--- config.mk ---
export PLATFORM = sky130hd
export DESIGN_NAME = peak_rms_envelope_meter
export DESIGN_NICKNAME = d
export VERILOG_FILES = /design/src/hw/rtl/prem_pkg.sv /design/src/hw/rtl/prem_dp.sv /design/src/hw/rtl/prem_ctrl.sv /design/src/hw/rtl/peak_rms_envelope_meter.sv
export SDC_FILE = /design/constraint.sdc
export NUM_CORES = 2
export LEC_CHECK = 0
export ABC_CLOCK_PERIOD_IN_PS = 34400
export BUFFER_PORTS_ARGS = -buffer_cell sky130_fd_sc_hd__buf_2
export CAP_MARGIN = 20
export CORE_ASPECT_RATIO = 0.5
export CORE_MARGIN = 1.5
export CORE_UTILIZATION = 40
export DETAILED_ROUTE_END_ITERATION = 16
export PLACE_DENSITY = 0.65
export SLEW_MARGIN = 30
export SYNTH_ARGS = -nofsm -noshare
export SYNTH_HDL_FRONTEND = slang
export SYNTH_SLANG_ARGS = --single-unit
--- constraint.sdc ---
create_clock -name i_clk -period 34.4 [get_ports i_clk]
set_input_delay 5.16 -clock i_clk [delete_from_list [all_inputs] [get_ports i_clk]]
set_output_delay 5.16 -clock i_clk [all_outputs]
set_load 0.03 [all_outputs]
--- src/hw/rtl/prem_pkg.sv ---
// shared types, constants and helper functions for the peak/rms envelope meter
// no dependencies; used by prem_dp, prem_ctrl and peak_rms_envelope_meter
`default_nettype none

package prem_pkg;

    localparam int MAX_CHANNELS_DEF = 8;

    localparam int SAMPLE_W = 24;
    localparam int COEFF_W  = 25;
    localparam int PERIOD_W = 26;
    localparam int CNT_W    = 28;
    localparam int SQ_W     = 48;
    localparam int PROD_W   = 49;
    localparam int CFG_W    = 26;
    localparam int CFG_IDX_W = 2;

    localparam logic [COEFF_W-1:0]  COEFF_ONE  = 25'h100_0000;
    localparam logic [PERIOD_W-1:0] MIN_PERIOD = 26'd256;
    localparam logic signed [CNT_W-1:0] FRAME_STEP = 28'sd256;

    // register indexes on the config port
    localparam logic [CFG_IDX_W-1:0] CFG_ATTACK  = 2'd0;
    localparam logic [CFG_IDX_W-1:0] CFG_RELEASE = 2'd1;
    localparam logic [CFG_IDX_W-1:0] CFG_PERIOD  = 2'd2;

    // reset values of the config registers
    localparam logic [COEFF_W-1:0]  ATTACK_RST  = 25'd4023;
    localparam logic [COEFF_W-1:0]  RELEASE_RST = 25'd4023;
    localparam logic [PERIOD_W-1:0] PERIOD_RST  = 26'd256;

    // square root takes one result bit, from two bits of radicand, per step
    localparam int ROOT_STEPS = 24;
    localparam int ITER_W     = 5;

    typedef enum logic [3:0] {
        OP_NONE,
        OP_LOAD,
        OP_SQ,
        OP_DIFF,
        OP_MPK,
        OP_MLO,
        OP_MHI,
        OP_UPD,
        OP_WR,
        OP_MAX,
        OP_FRAME,
        OP_ROOT,
        OP_OUT
    } t_op;

    typedef struct packed {
        t_op op;
    } t_cmd;

    typedef struct packed {
        logic last;
        logic emit;
    } t_status;

    function automatic logic [COEFF_W-1:0] clamp_coeff(input logic [COEFF_W-1:0] c);
        return (c > COEFF_ONE) ? COEFF_ONE : c;
    endfunction

    // product >> 24, floored or rounded up
    function automatic logic [COEFF_W-1:0] scale_prod(input logic [PROD_W-1:0] p,
                                                      input logic round_up);
        logic [PROD_W:0] s;
        s = {1'b0, p} + (round_up ? 50'h0FF_FFFF : 50'd0);
        return s[48:24];
    endfunction

endpackage

`default_nettype wire

--- src/hw/rtl/prem_dp.sv ---
// datapath of the envelope meter: config registers, envelopes, shared multiplier,
// frame maxima, update counter, bit-serial square root and output word; uses prem_pkg
`default_nettype none

module prem_dp import prem_pkg::*; #(
    parameter int MAX_CHANNELS = MAX_CHANNELS_DEF
) (
    input  wire logic                  i_clk,
    input  wire logic                  i_rst_n,
    input  wire t_cmd                  i_cmd,
    output t_status                    o_status,
    input  wire logic signed [23:0]    i_sample,
    input  wire logic [2:0]            i_channel,
    input  wire logic                  i_last_channel,
    input  wire logic                  i_cfg_we,
    input  wire logic [CFG_IDX_W-1:0]  i_cfg_index,
    input  wire logic [CFG_W-1:0]      i_cfg_data,
    output logic [23:0]                o_peak_level,
    output logic [23:0]                o_rms_level
);

    localparam int CH_W = (MAX_CHANNELS > 1) ? $clog2(MAX_CHANNELS) : 1;

    logic [COEFF_W-1:0]  r_attack, r_release;
    logic [PERIOD_W-1:0] r_period;

    logic [SAMPLE_W-1:0] r_mag;
    logic [CH_W-1:0]     r_idx;
    logic                r_ch_ok, r_last;

    logic [PROD_W-1:0]   r_prod;
    logic                r_up_pk, r_up_sq;
    logic [SAMPLE_W-1:0] r_dpk, r_pe_old, r_step_pk, r_new_pe;
    logic [SQ_W-1:0]     r_dsq, r_se_old, r_step_sq, r_new_se;
    logic [COEFF_W-1:0]  r_frac_sq;

    logic [SAMPLE_W-1:0] r_peak_env [MAX_CHANNELS];
    logic [SQ_W-1:0]     r_sq_env   [MAX_CHANNELS];
    logic [SAMPLE_W-1:0] r_peak_max;
    logic [SQ_W-1:0]     r_sq_max;
    logic signed [CNT_W-1:0] r_cnt;

    logic [SQ_W-1:0]     r_rem, r_root, r_bit;
    logic [SAMPLE_W-1:0] r_peak_hold, r_peak_out, r_rms_out;

    logic [SAMPLE_W-1:0] mag;
    logic [COEFF_W-1:0]  c_pk, c_sq, mul_a;
    logic [SAMPLE_W-1:0] mul_b, pe_cur;
    logic [SQ_W-1:0]     se_cur, tsq, new_se, trial;
    logic [PERIOD_W-1:0] period;
    logic signed [CNT_W-1:0] cnt_dec, cnt_next;
    logic                emit;

    // full-scale negative wraps to 0x800000, which is the exact magnitude
    assign mag = i_sample[23] ? (24'd0 - i_sample) : i_sample;

    assign c_pk = r_up_pk ? clamp_coeff(r_attack) : clamp_coeff(r_release);
    assign c_sq = r_up_sq ? clamp_coeff(r_attack) : clamp_coeff(r_release);

    always_comb begin
        unique case (i_cmd.op)
            OP_SQ: begin
                mul_a = {1'b0, r_mag};
                mul_b = r_mag;
            end
            OP_MPK: begin
                mul_a = c_pk;
                mul_b = r_dpk;
            end
            OP_MLO: begin
                mul_a = c_sq;
                mul_b = r_dsq[23:0];
            end
            OP_MHI: begin
                mul_a = c_sq;
                mul_b = r_dsq[47:24];
            end
            default: begin
                mul_a = '0;
                mul_b = '0;
            end
        endcase
    end

    assign pe_cur = r_ch_ok ? r_peak_env[r_idx] : '0;
    assign se_cur = r_ch_ok ? r_sq_env[r_idx] : '0;
    assign tsq    = r_prod[SQ_W-1:0];
    assign new_se = r_up_sq ? (r_se_old + r_step_sq) : (r_se_old - r_step_sq);

    assign period   = (r_period < MIN_PERIOD) ? MIN_PERIOD : r_period;
    assign cnt_dec  = r_cnt - FRAME_STEP;
    assign emit     = cnt_dec[CNT_W-1] || (cnt_dec == '0);
    assign cnt_next = emit ? (cnt_dec + signed'({2'b00, period})) : cnt_dec;

    assign trial = r_root + r_bit;

    // state with reset values
    always_ff @(posedge i_clk) begin
        if (!i_rst_n) begin
            r_attack   <= ATTACK_RST;
            r_release  <= RELEASE_RST;
            r_period   <= PERIOD_RST;
            r_peak_max <= '0;
            r_sq_max   <= '0;
            r_cnt      <= '0;
            for (int i = 0; i < MAX_CHANNELS; i++) begin
                r_peak_env[i] <= '0;
                r_sq_env[i]   <= '0;
            end
        end else begin
            if (i_cfg_we) begin
                unique case (i_cfg_index)
                    CFG_ATTACK:  r_attack  <= i_cfg_data[COEFF_W-1:0];
                    CFG_RELEASE: r_release <= i_cfg_data[COEFF_W-1:0];
                    CFG_PERIOD:  r_period  <= i_cfg_data[PERIOD_W-1:0];
                    default: ;
                endcase
            end
            if (i_cmd.op == OP_WR && r_ch_ok) begin
                r_peak_env[r_idx] <= r_new_pe;
                r_sq_env[r_idx]   <= new_se;
            end
            if (i_cmd.op == OP_MAX && r_ch_ok) begin
                if (r_new_pe > r_peak_max) begin
                    r_peak_max <= r_new_pe;
                end
                if (r_new_se > r_sq_max) begin
                    r_sq_max <= r_new_se;
                end
            end
            // frame maxima restart at every end of frame
            if (i_cmd.op == OP_FRAME && r_last) begin
                r_cnt      <= cnt_next;
                r_peak_max <= '0;
                r_sq_max   <= '0;
            end
        end
    end

    // working registers, no reset needed
    always_ff @(posedge i_clk) begin
        r_prod <= mul_a * mul_b;
        unique case (i_cmd.op)
            OP_LOAD: begin
                r_mag   <= mag;
                r_idx   <= CH_W'(i_channel);
                r_ch_ok <= (int'(i_channel) < MAX_CHANNELS);
                r_last  <= i_last_channel;
            end
            OP_DIFF: begin
                r_pe_old <= pe_cur;
                r_se_old <= se_cur;
                r_up_pk  <= r_mag > pe_cur;
                r_up_sq  <= tsq > se_cur;
                r_dpk    <= (r_mag > pe_cur) ? (r_mag - pe_cur) : (pe_cur - r_mag);
                r_dsq    <= (tsq > se_cur) ? (tsq - se_cur) : (se_cur - tsq);
            end
            // a falling step rounds up so the envelope floors
            OP_MLO: r_step_pk <= SAMPLE_W'(scale_prod(r_prod, !r_up_pk));
            OP_MHI: r_frac_sq <= scale_prod(r_prod, !r_up_sq);
            OP_UPD: begin
                r_step_sq <= r_prod[SQ_W-1:0] + SQ_W'(r_frac_sq);
                r_new_pe  <= r_up_pk ? (r_pe_old + r_step_pk) : (r_pe_old - r_step_pk);
            end
            OP_WR: r_new_se <= new_se;
            OP_FRAME: begin
                if (r_last && emit) begin
                    r_rem       <= r_sq_max;
                    r_root      <= '0;
                    r_bit       <= 48'h4000_0000_0000;
                    r_peak_hold <= r_peak_max;
                end
            end
            OP_ROOT: begin
                if (r_rem >= trial) begin
                    r_rem  <= r_rem - trial;
                    r_root <= (r_root >> 1) + r_bit;
                end else begin
                    r_root <= r_root >> 1;
                end
                r_bit <= r_bit >> 2;
            end
            OP_OUT: begin
                r_peak_out <= r_peak_hold;
                r_rms_out  <= r_root[SAMPLE_W-1:0];
            end
            default: ;
        endcase
    end

    assign o_status.last = r_last;
    assign o_status.emit = emit;
    assign o_peak_level  = r_peak_out;
    assign o_rms_level   = r_rms_out;

endmodule

`default_nettype wire

--- src/hw/rtl/prem_ctrl.sv ---
// sequencer of the envelope meter: steps the datapath through one word and
// owns both handshakes; uses prem_pkg
`default_nettype none

module prem_ctrl import prem_pkg::*; (
    input  wire logic    i_clk,
    input  wire logic    i_rst_n,
    input  wire logic    i_valid,
    output logic         o_stall,
    output logic         o_valid,
    input  wire logic    i_stall,
    input  wire t_status i_status,
    output t_cmd         o_cmd
);

    typedef enum logic [3:0] {
        S_IDLE,
        S_SQ,
        S_DIFF,
        S_MPK,
        S_MLO,
        S_MHI,
        S_UPD,
        S_WR,
        S_MAX,
        S_FRAME,
        S_ROOT,
        S_OUT
    } t_state;

    t_state            r_state;
    logic              r_out_valid;
    logic [ITER_W-1:0] r_iter;
    logic              out_free;

    // output word leaves at this edge or is already gone
    assign out_free = !r_out_valid || !i_stall;

    always_ff @(posedge i_clk) begin
        if (!i_rst_n) begin
            r_state     <= S_IDLE;
            r_out_valid <= 1'b0;
            r_iter      <= '0;
        end else begin
            // a new word may replace the one leaving at this edge
            if (r_state == S_OUT && out_free) begin
                r_out_valid <= 1'b1;
            end else if (r_out_valid && !i_stall) begin
                r_out_valid <= 1'b0;
            end
            unique case (r_state)
                S_IDLE:  if (i_valid) r_state <= S_SQ;
                S_SQ:    r_state <= S_DIFF;
                S_DIFF:  r_state <= S_MPK;
                S_MPK:   r_state <= S_MLO;
                S_MLO:   r_state <= S_MHI;
                S_MHI:   r_state <= S_UPD;
                S_UPD:   r_state <= S_WR;
                S_WR:    r_state <= S_MAX;
                S_MAX:   r_state <= S_FRAME;
                S_FRAME: begin
                    r_iter <= '0;
                    if (i_status.last && i_status.emit) begin
                        r_state <= S_ROOT;
                    end else begin
                        r_state <= S_IDLE;
                    end
                end
                S_ROOT: begin
                    r_iter <= r_iter + 1'b1;
                    if (r_iter == ITER_W'(ROOT_STEPS - 1)) begin
                        r_state <= S_OUT;
                    end
                end
                S_OUT: begin
                    if (out_free) begin
                        r_state <= S_IDLE;
                    end
                end
                default: r_state <= S_IDLE;
            endcase
        end
    end

    always_comb begin
        unique case (r_state)
            S_IDLE:  o_cmd.op = i_valid ? OP_LOAD : OP_NONE;
            S_SQ:    o_cmd.op = OP_SQ;
            S_DIFF:  o_cmd.op = OP_DIFF;
            S_MPK:   o_cmd.op = OP_MPK;
            S_MLO:   o_cmd.op = OP_MLO;
            S_MHI:   o_cmd.op = OP_MHI;
            S_UPD:   o_cmd.op = OP_UPD;
            S_WR:    o_cmd.op = OP_WR;
            S_MAX:   o_cmd.op = OP_MAX;
            S_FRAME: o_cmd.op = OP_FRAME;
            S_ROOT:  o_cmd.op = OP_ROOT;
            S_OUT:   o_cmd.op = out_free ? OP_OUT : OP_NONE;
            default: o_cmd.op = OP_NONE;
        endcase
    end

    assign o_stall = (r_state != S_IDLE);
    assign o_valid = r_out_valid;

    a_no_overwrite: assert property (@(posedge i_clk) disable iff (!i_rst_n)
        (r_state == S_OUT && r_out_valid && i_stall) |=> (r_state == S_OUT))
        else $error("result overwritten while output word pending");

    a_iter_range: assert property (@(posedge i_clk) disable iff (!i_rst_n)
        (r_state == S_ROOT) |-> (r_iter < ITER_W'(ROOT_STEPS)))
        else $error("square root step count out of range");

    a_accept_starts: assert property (@(posedge i_clk) disable iff (!i_rst_n)
        (r_state == S_IDLE && i_valid) |=> (r_state == S_SQ))
        else $error("accepted word did not start processing");

    a_no_emit_mid_frame: assert property (@(posedge i_clk) disable iff (!i_rst_n)
        (r_state == S_FRAME && !i_status.last) |=> (r_state == S_IDLE))
        else $error("result started without end of frame");

    a_out_held: assert property (@(posedge i_clk) disable iff (!i_rst_n)
        (r_out_valid && i_stall) |=> r_out_valid)
        else $error("pending result dropped");

endmodule

`default_nettype wire

--- src/hw/rtl/peak_rms_envelope_meter.sv ---
// each word steps the sequencer through LOAD, SQ, DIFF, MPK, MLO, MHI, UPD, WR, MAX
// and FRAME; a word that ends an update period goes on through ROOT (24 steps of the
// bit-serial square root) and OUT to o_valid; OUT waits while o_valid is held off
// no new word is taken until the last is done; four passes through the shared 25x24 multiplier
// reset (i_rst_n low, synchronous): envelopes, frame maxima and counter to zero,
// registers to their defaults, no result pending; no clearing pass
`default_nettype none

module peak_rms_envelope_meter import prem_pkg::*; #(
    parameter int MAX_CHANNELS = MAX_CHANNELS_DEF
) (
    input  wire logic                  i_clk,
    input  wire logic                  i_rst_n,
    input  wire logic                  i_valid,
    output logic                       o_stall,
    input  wire logic signed [23:0]    i_sample,
    input  wire logic [2:0]            i_channel,
    input  wire logic                  i_last_channel,
    output logic                       o_valid,
    input  wire logic                  i_stall,
    output logic [23:0]                o_peak_level,
    output logic [23:0]                o_rms_level,
    input  wire logic                  i_cfg_we,
    input  wire logic [CFG_IDX_W-1:0]  i_cfg_index,
    input  wire logic [CFG_W-1:0]      i_cfg_data
);

    t_cmd    cmd;
    t_status status;

    prem_ctrl u_ctrl (
        .i_clk    (i_clk),
        .i_rst_n  (i_rst_n),
        .i_valid  (i_valid),
        .o_stall  (o_stall),
        .o_valid  (o_valid),
        .i_stall  (i_stall),
        .i_status (status),
        .o_cmd    (cmd)
    );

    prem_dp #(
        .MAX_CHANNELS (MAX_CHANNELS)
    ) u_dp (
        .i_clk          (i_clk),
        .i_rst_n        (i_rst_n),
        .i_cmd          (cmd),
        .o_status       (status),
        .i_sample       (i_sample),
        .i_channel      (i_channel),
        .i_last_channel (i_last_channel),
        .i_cfg_we       (i_cfg_we),
        .i_cfg_index    (i_cfg_index),
        .i_cfg_data     (i_cfg_data),
        .o_peak_level   (o_peak_level),
        .o_rms_level    (o_rms_level)
    );

endmodule

`default_nettype wire
==> impl_metrics.yaml <==
run_status:
  status: "complete, no violations"
synthesis:
  synthMuxAreaShare_pct: 5.25
  async_flop_share_pct: 0
  ys_types: 111
  yosys.area.top_type: "edfxtp_1"
  synthTopCellsByArea: "edfxtp_1, fa_1, ha_1"
  synth_compound_area_share_pct: 11.1
  synth_top_area_share_pct: 34.6
  yosysSeqAreaShare_pct: 39.6
  ys_top_cells_by_count: "edfxtp_1, nand2_1, inv_1, nor2_1, ha_1"
  ys.flop_type: "edfxtp_1"
  syn_nets: 10800
  synth.most_common_cell: "edfxtp_1"
  yosys.area_share.simple_pct: 14.5
  synth_xor_area_share_pct: 4.70
  synth.ff_latch_count: 1349
  synth_top_family_by_area: "adder cells"
  synth_edf_count: 1111
  synthCells: 9535
  netlist_area_mm2: 0.0963
  synth_fa_ha_area_share_pct: 19.2
  syn_area_per_cell_um2: 10.1
  yosys_warnings: 0
pwr:
  power.switching_mw: 1.75
  p_leak_nw: 43.8
  power.total_mw: 4.99
  power_frac_clock_pct: 32.1
  power.density_mw_per_mm2: 47.3
  p_seq_share_pct: 39.5
  power_frac_comb_pct: 28.4
  p_int_mw: 3.24
  swShare_pct: 35.1
  vdd.ir_drop.worst_mv: 0.0571
global_routing:
  grt_max_degree: 103
  grt_overflow: 0
  grt_first_pass_wirelength_um: 465000
  grt_pass1_vias: 70500
  grtUsageTotal_pct: 25.5
  antenna_found_initial: 34
clock_tree:
  root_buffer: "clkbuf_16"
  cts_hold_buf: 0
  clkSinkCount: 1349
  htreeDepth: 4
  cts.clk_slew.worst_paths_ns: 0.07
  post-cts-setup-buffers: 0
  cts.path.max_buffers: 3
  cts_resized: 0
  cts_buffers: 140
  cts_tree: "built"
  clkLatencyLatePin_ns: 0.81
place:
  dp_cells: 12500
  post_dp_cell_area_mm2: 0.100
  io_buffers: 110
  gp_congestion: 0.973
  dp_slack_ns: 24.13
  dp_hpwl_um: 239000
job:
  cap_viol_max_count: 0
worst_setup_path:
  arrival_ns: 11.09
  endpoint_kind: "flip-flop"
  worst-path-buf-inv: 5
  crit_slowest_cell: "a22oi_1"
  worst-setup-path-type: "flip-flop to flip-flop"
  critPathTopFamily: "adder cells"
  cpPeakStageDelay_ns: 0.87
  cp-start-kind: "flip-flop"
  crit_path_frequent_cell: "fa_1"
  crit_fanout: 52
  required_ns: 35.14
drt:
  via_per_inst: 5.73
  drt_iter0_drc: 8116
  drc: 0
  drtPass1Iterations: 8
  wirelength_um: 317000
  antenna_left: 0
  routedWlPerCell_um: 24.7
  vias: 73400
floorplanning:
  design.portCount: 111
  coreArea_mm2: 0.240
  die_y_um: 350
  dieArea_mm2: 0.244
  die_width_um: 697
  initial_core_util_pct: 40.2
  num_rows: 127
timing:
  setup_viol: 0
  setup_slack_ns: 24.05
  maxSlewViolCount: 0
  worst_slew_pin_slew_ns: 1.08
  rsz0062_at_grt: "no"
  min_period_ns: 10.35
  fin_skew_ns: 0.0553
  fmax_mhz: 96.7
  post-route-period-util_pct: 30.1
  hold_viol_final: 0
  slew_headroom_pct: 27.5
  setup_tns_ns: 0
layout:
  area_growth_pct: 9.44
  regArea_mm2: 0.0381
  final_cells: 12800
  n_fill_cell: 22800
  multi_input_area_mm2: 0.0532
  drive_gt1_share_pct: 7.73
  final_area_mm2: 0.105
  nets: 10700
worst_hold_path:
  hp-class: "flip-flop to flip-flop"
==> per-stage QoR <==
stage / utilization (%) / hold WS (ns)
2_1_floorplan: - / 0.400
5_1_grt: 44.0 / 0.424
6_report: 44.0 / 0.414
4_1_cts: 43.9 / 0.414
3_5_place_dp: 41.9 / 0.405
3_3_place_gp: 41.8 / 0.412
==> cells by family (layout without fill, tap and decap cells) <==
kind of cell,Yosys count,after routing
AOI/OAI and AO/OA,1690,1690
DFF,1349,1349
other,0,11
adders and majority gates,1173,1173
xor gates and xnor gates,516,516
buffers and inverters,1428,1475
and+or+nand+nor,3055,3055
muxes,324,324
==> worst reg2reg max path, delay by kind of cell (launching register included) <==
family | cells | cell delay, ns
xor gates and xnor gates | 1 | 0.16
adders and majority gates | 8 | 3.55
buffers and inverters | 5 | 0.78
AOI/OAI and AO/OA | 10 | 2.99
and+or+nand+nor | 5 | 2.02
DFF | 1 | 0.79
==> per-layer routing <==
metal / part of all wire [%] / global-route usage [%] / vias to the layer above
met3: 8.6 / 4.34 / 537
li1: - / - / 32900
met2: 44 / 39.4 / 3239
met1: 44 / 36.4 / 36700
met5: 0.073 / 0.500 / -
met4: 3.9 / 8.66 / 10
==> power groups by stage <==
stage          Combinational, mW  Clock [mW]  Sequential (mW)
3_5_place_dp                1.37           0             2.00
2_1_floorplan              0.913           0             1.93
4_1_cts                     1.38        1.62             1.96
6_report                    1.42        1.60             1.97
3_3_place_gp                1.37           0             2.00
5_1_grt                     1.52        1.68             1.97
==> final timing paths <==
kind	to	slack (ns)	cells after the start	start
max	u_dp.r_prod[47]$_DFF_P_	24.05	29	u_dp.r_up_pk$_DFFE_PN_
min	u_dp.o_peak_level[21]$_DFFE_PN_	0.41	0	u_dp.r_peak_hold[21]$_DFFE_PP_
max reg2reg	u_dp.r_prod[47]$_DFF_P_	24.05	29	u_dp.r_up_pk$_DFFE_PN_
min reg2reg	u_dp.o_peak_level[21]$_DFFE_PN_	0.41	0	u_dp.r_peak_hold[21]$_DFFE_PP_
==> layout by cell type, fill, tap and decap left out, types with 59 or more instances in the layout <==
cell type,synthesis,final
edfxtp_1,1111,1111
nand2_1,1040,1025
inv_1,977,975
nor2_1,965,959
ha_1,660,660
fa_1,513,513
a21oi_1,501,501
o21ai_0,354,354
xnor2_1,281,272
dfxtp_1,238,235
xor2_1,234,227
a21o_1,172,172
mux2i_1,170,166
and3_1,167,164
nand3_1,166,161
and2_1,158,158
mux4_2,144,144
clkbuf_16,0,141
buf_4,2,114
nor3_1,119,113
buf_2,28,109
a31oi_1,97,97
nor2b_1,90,87
nand4_1,84,84
nand2b_1,78,78
a21boi_0,70,70
o21a_1,63,63
o21bai_1,60,60
a211oi_1,60,59
==> area by class of cell <==
class | count | share of cell area, %
Timing Repair Buffer | 232 | 1.45
Clock inverter | 88 | 1.10
Tap cell | 3225 | 3.83
Multi-Input combinational cell | 6758 | 50.4
Antenna cell | 11 | 0.0261
Sequential cell | 1349 | 36.2
Clock buffer | 169 | 3.48
Inverter | 986 | 3.51
==> state kept, by name, summed over array words and instances, names as in the netlist, 28 cells and up, named ones only <==
register and flops:
u_dp.r_sq_env 384, u_dp.r_peak_env 192, u_dp.r_prod 49, u_dp.r_dsq 48
u_dp.r_new_se 48, u_dp.r_rem 48, u_dp.r_root 48, u_dp.r_se_old 48
u_dp.r_sq_max 48, u_dp.r_step_sq 48, u_dp.r_cnt 28
No activity file was read; power rests on OpenSTA's default activity.
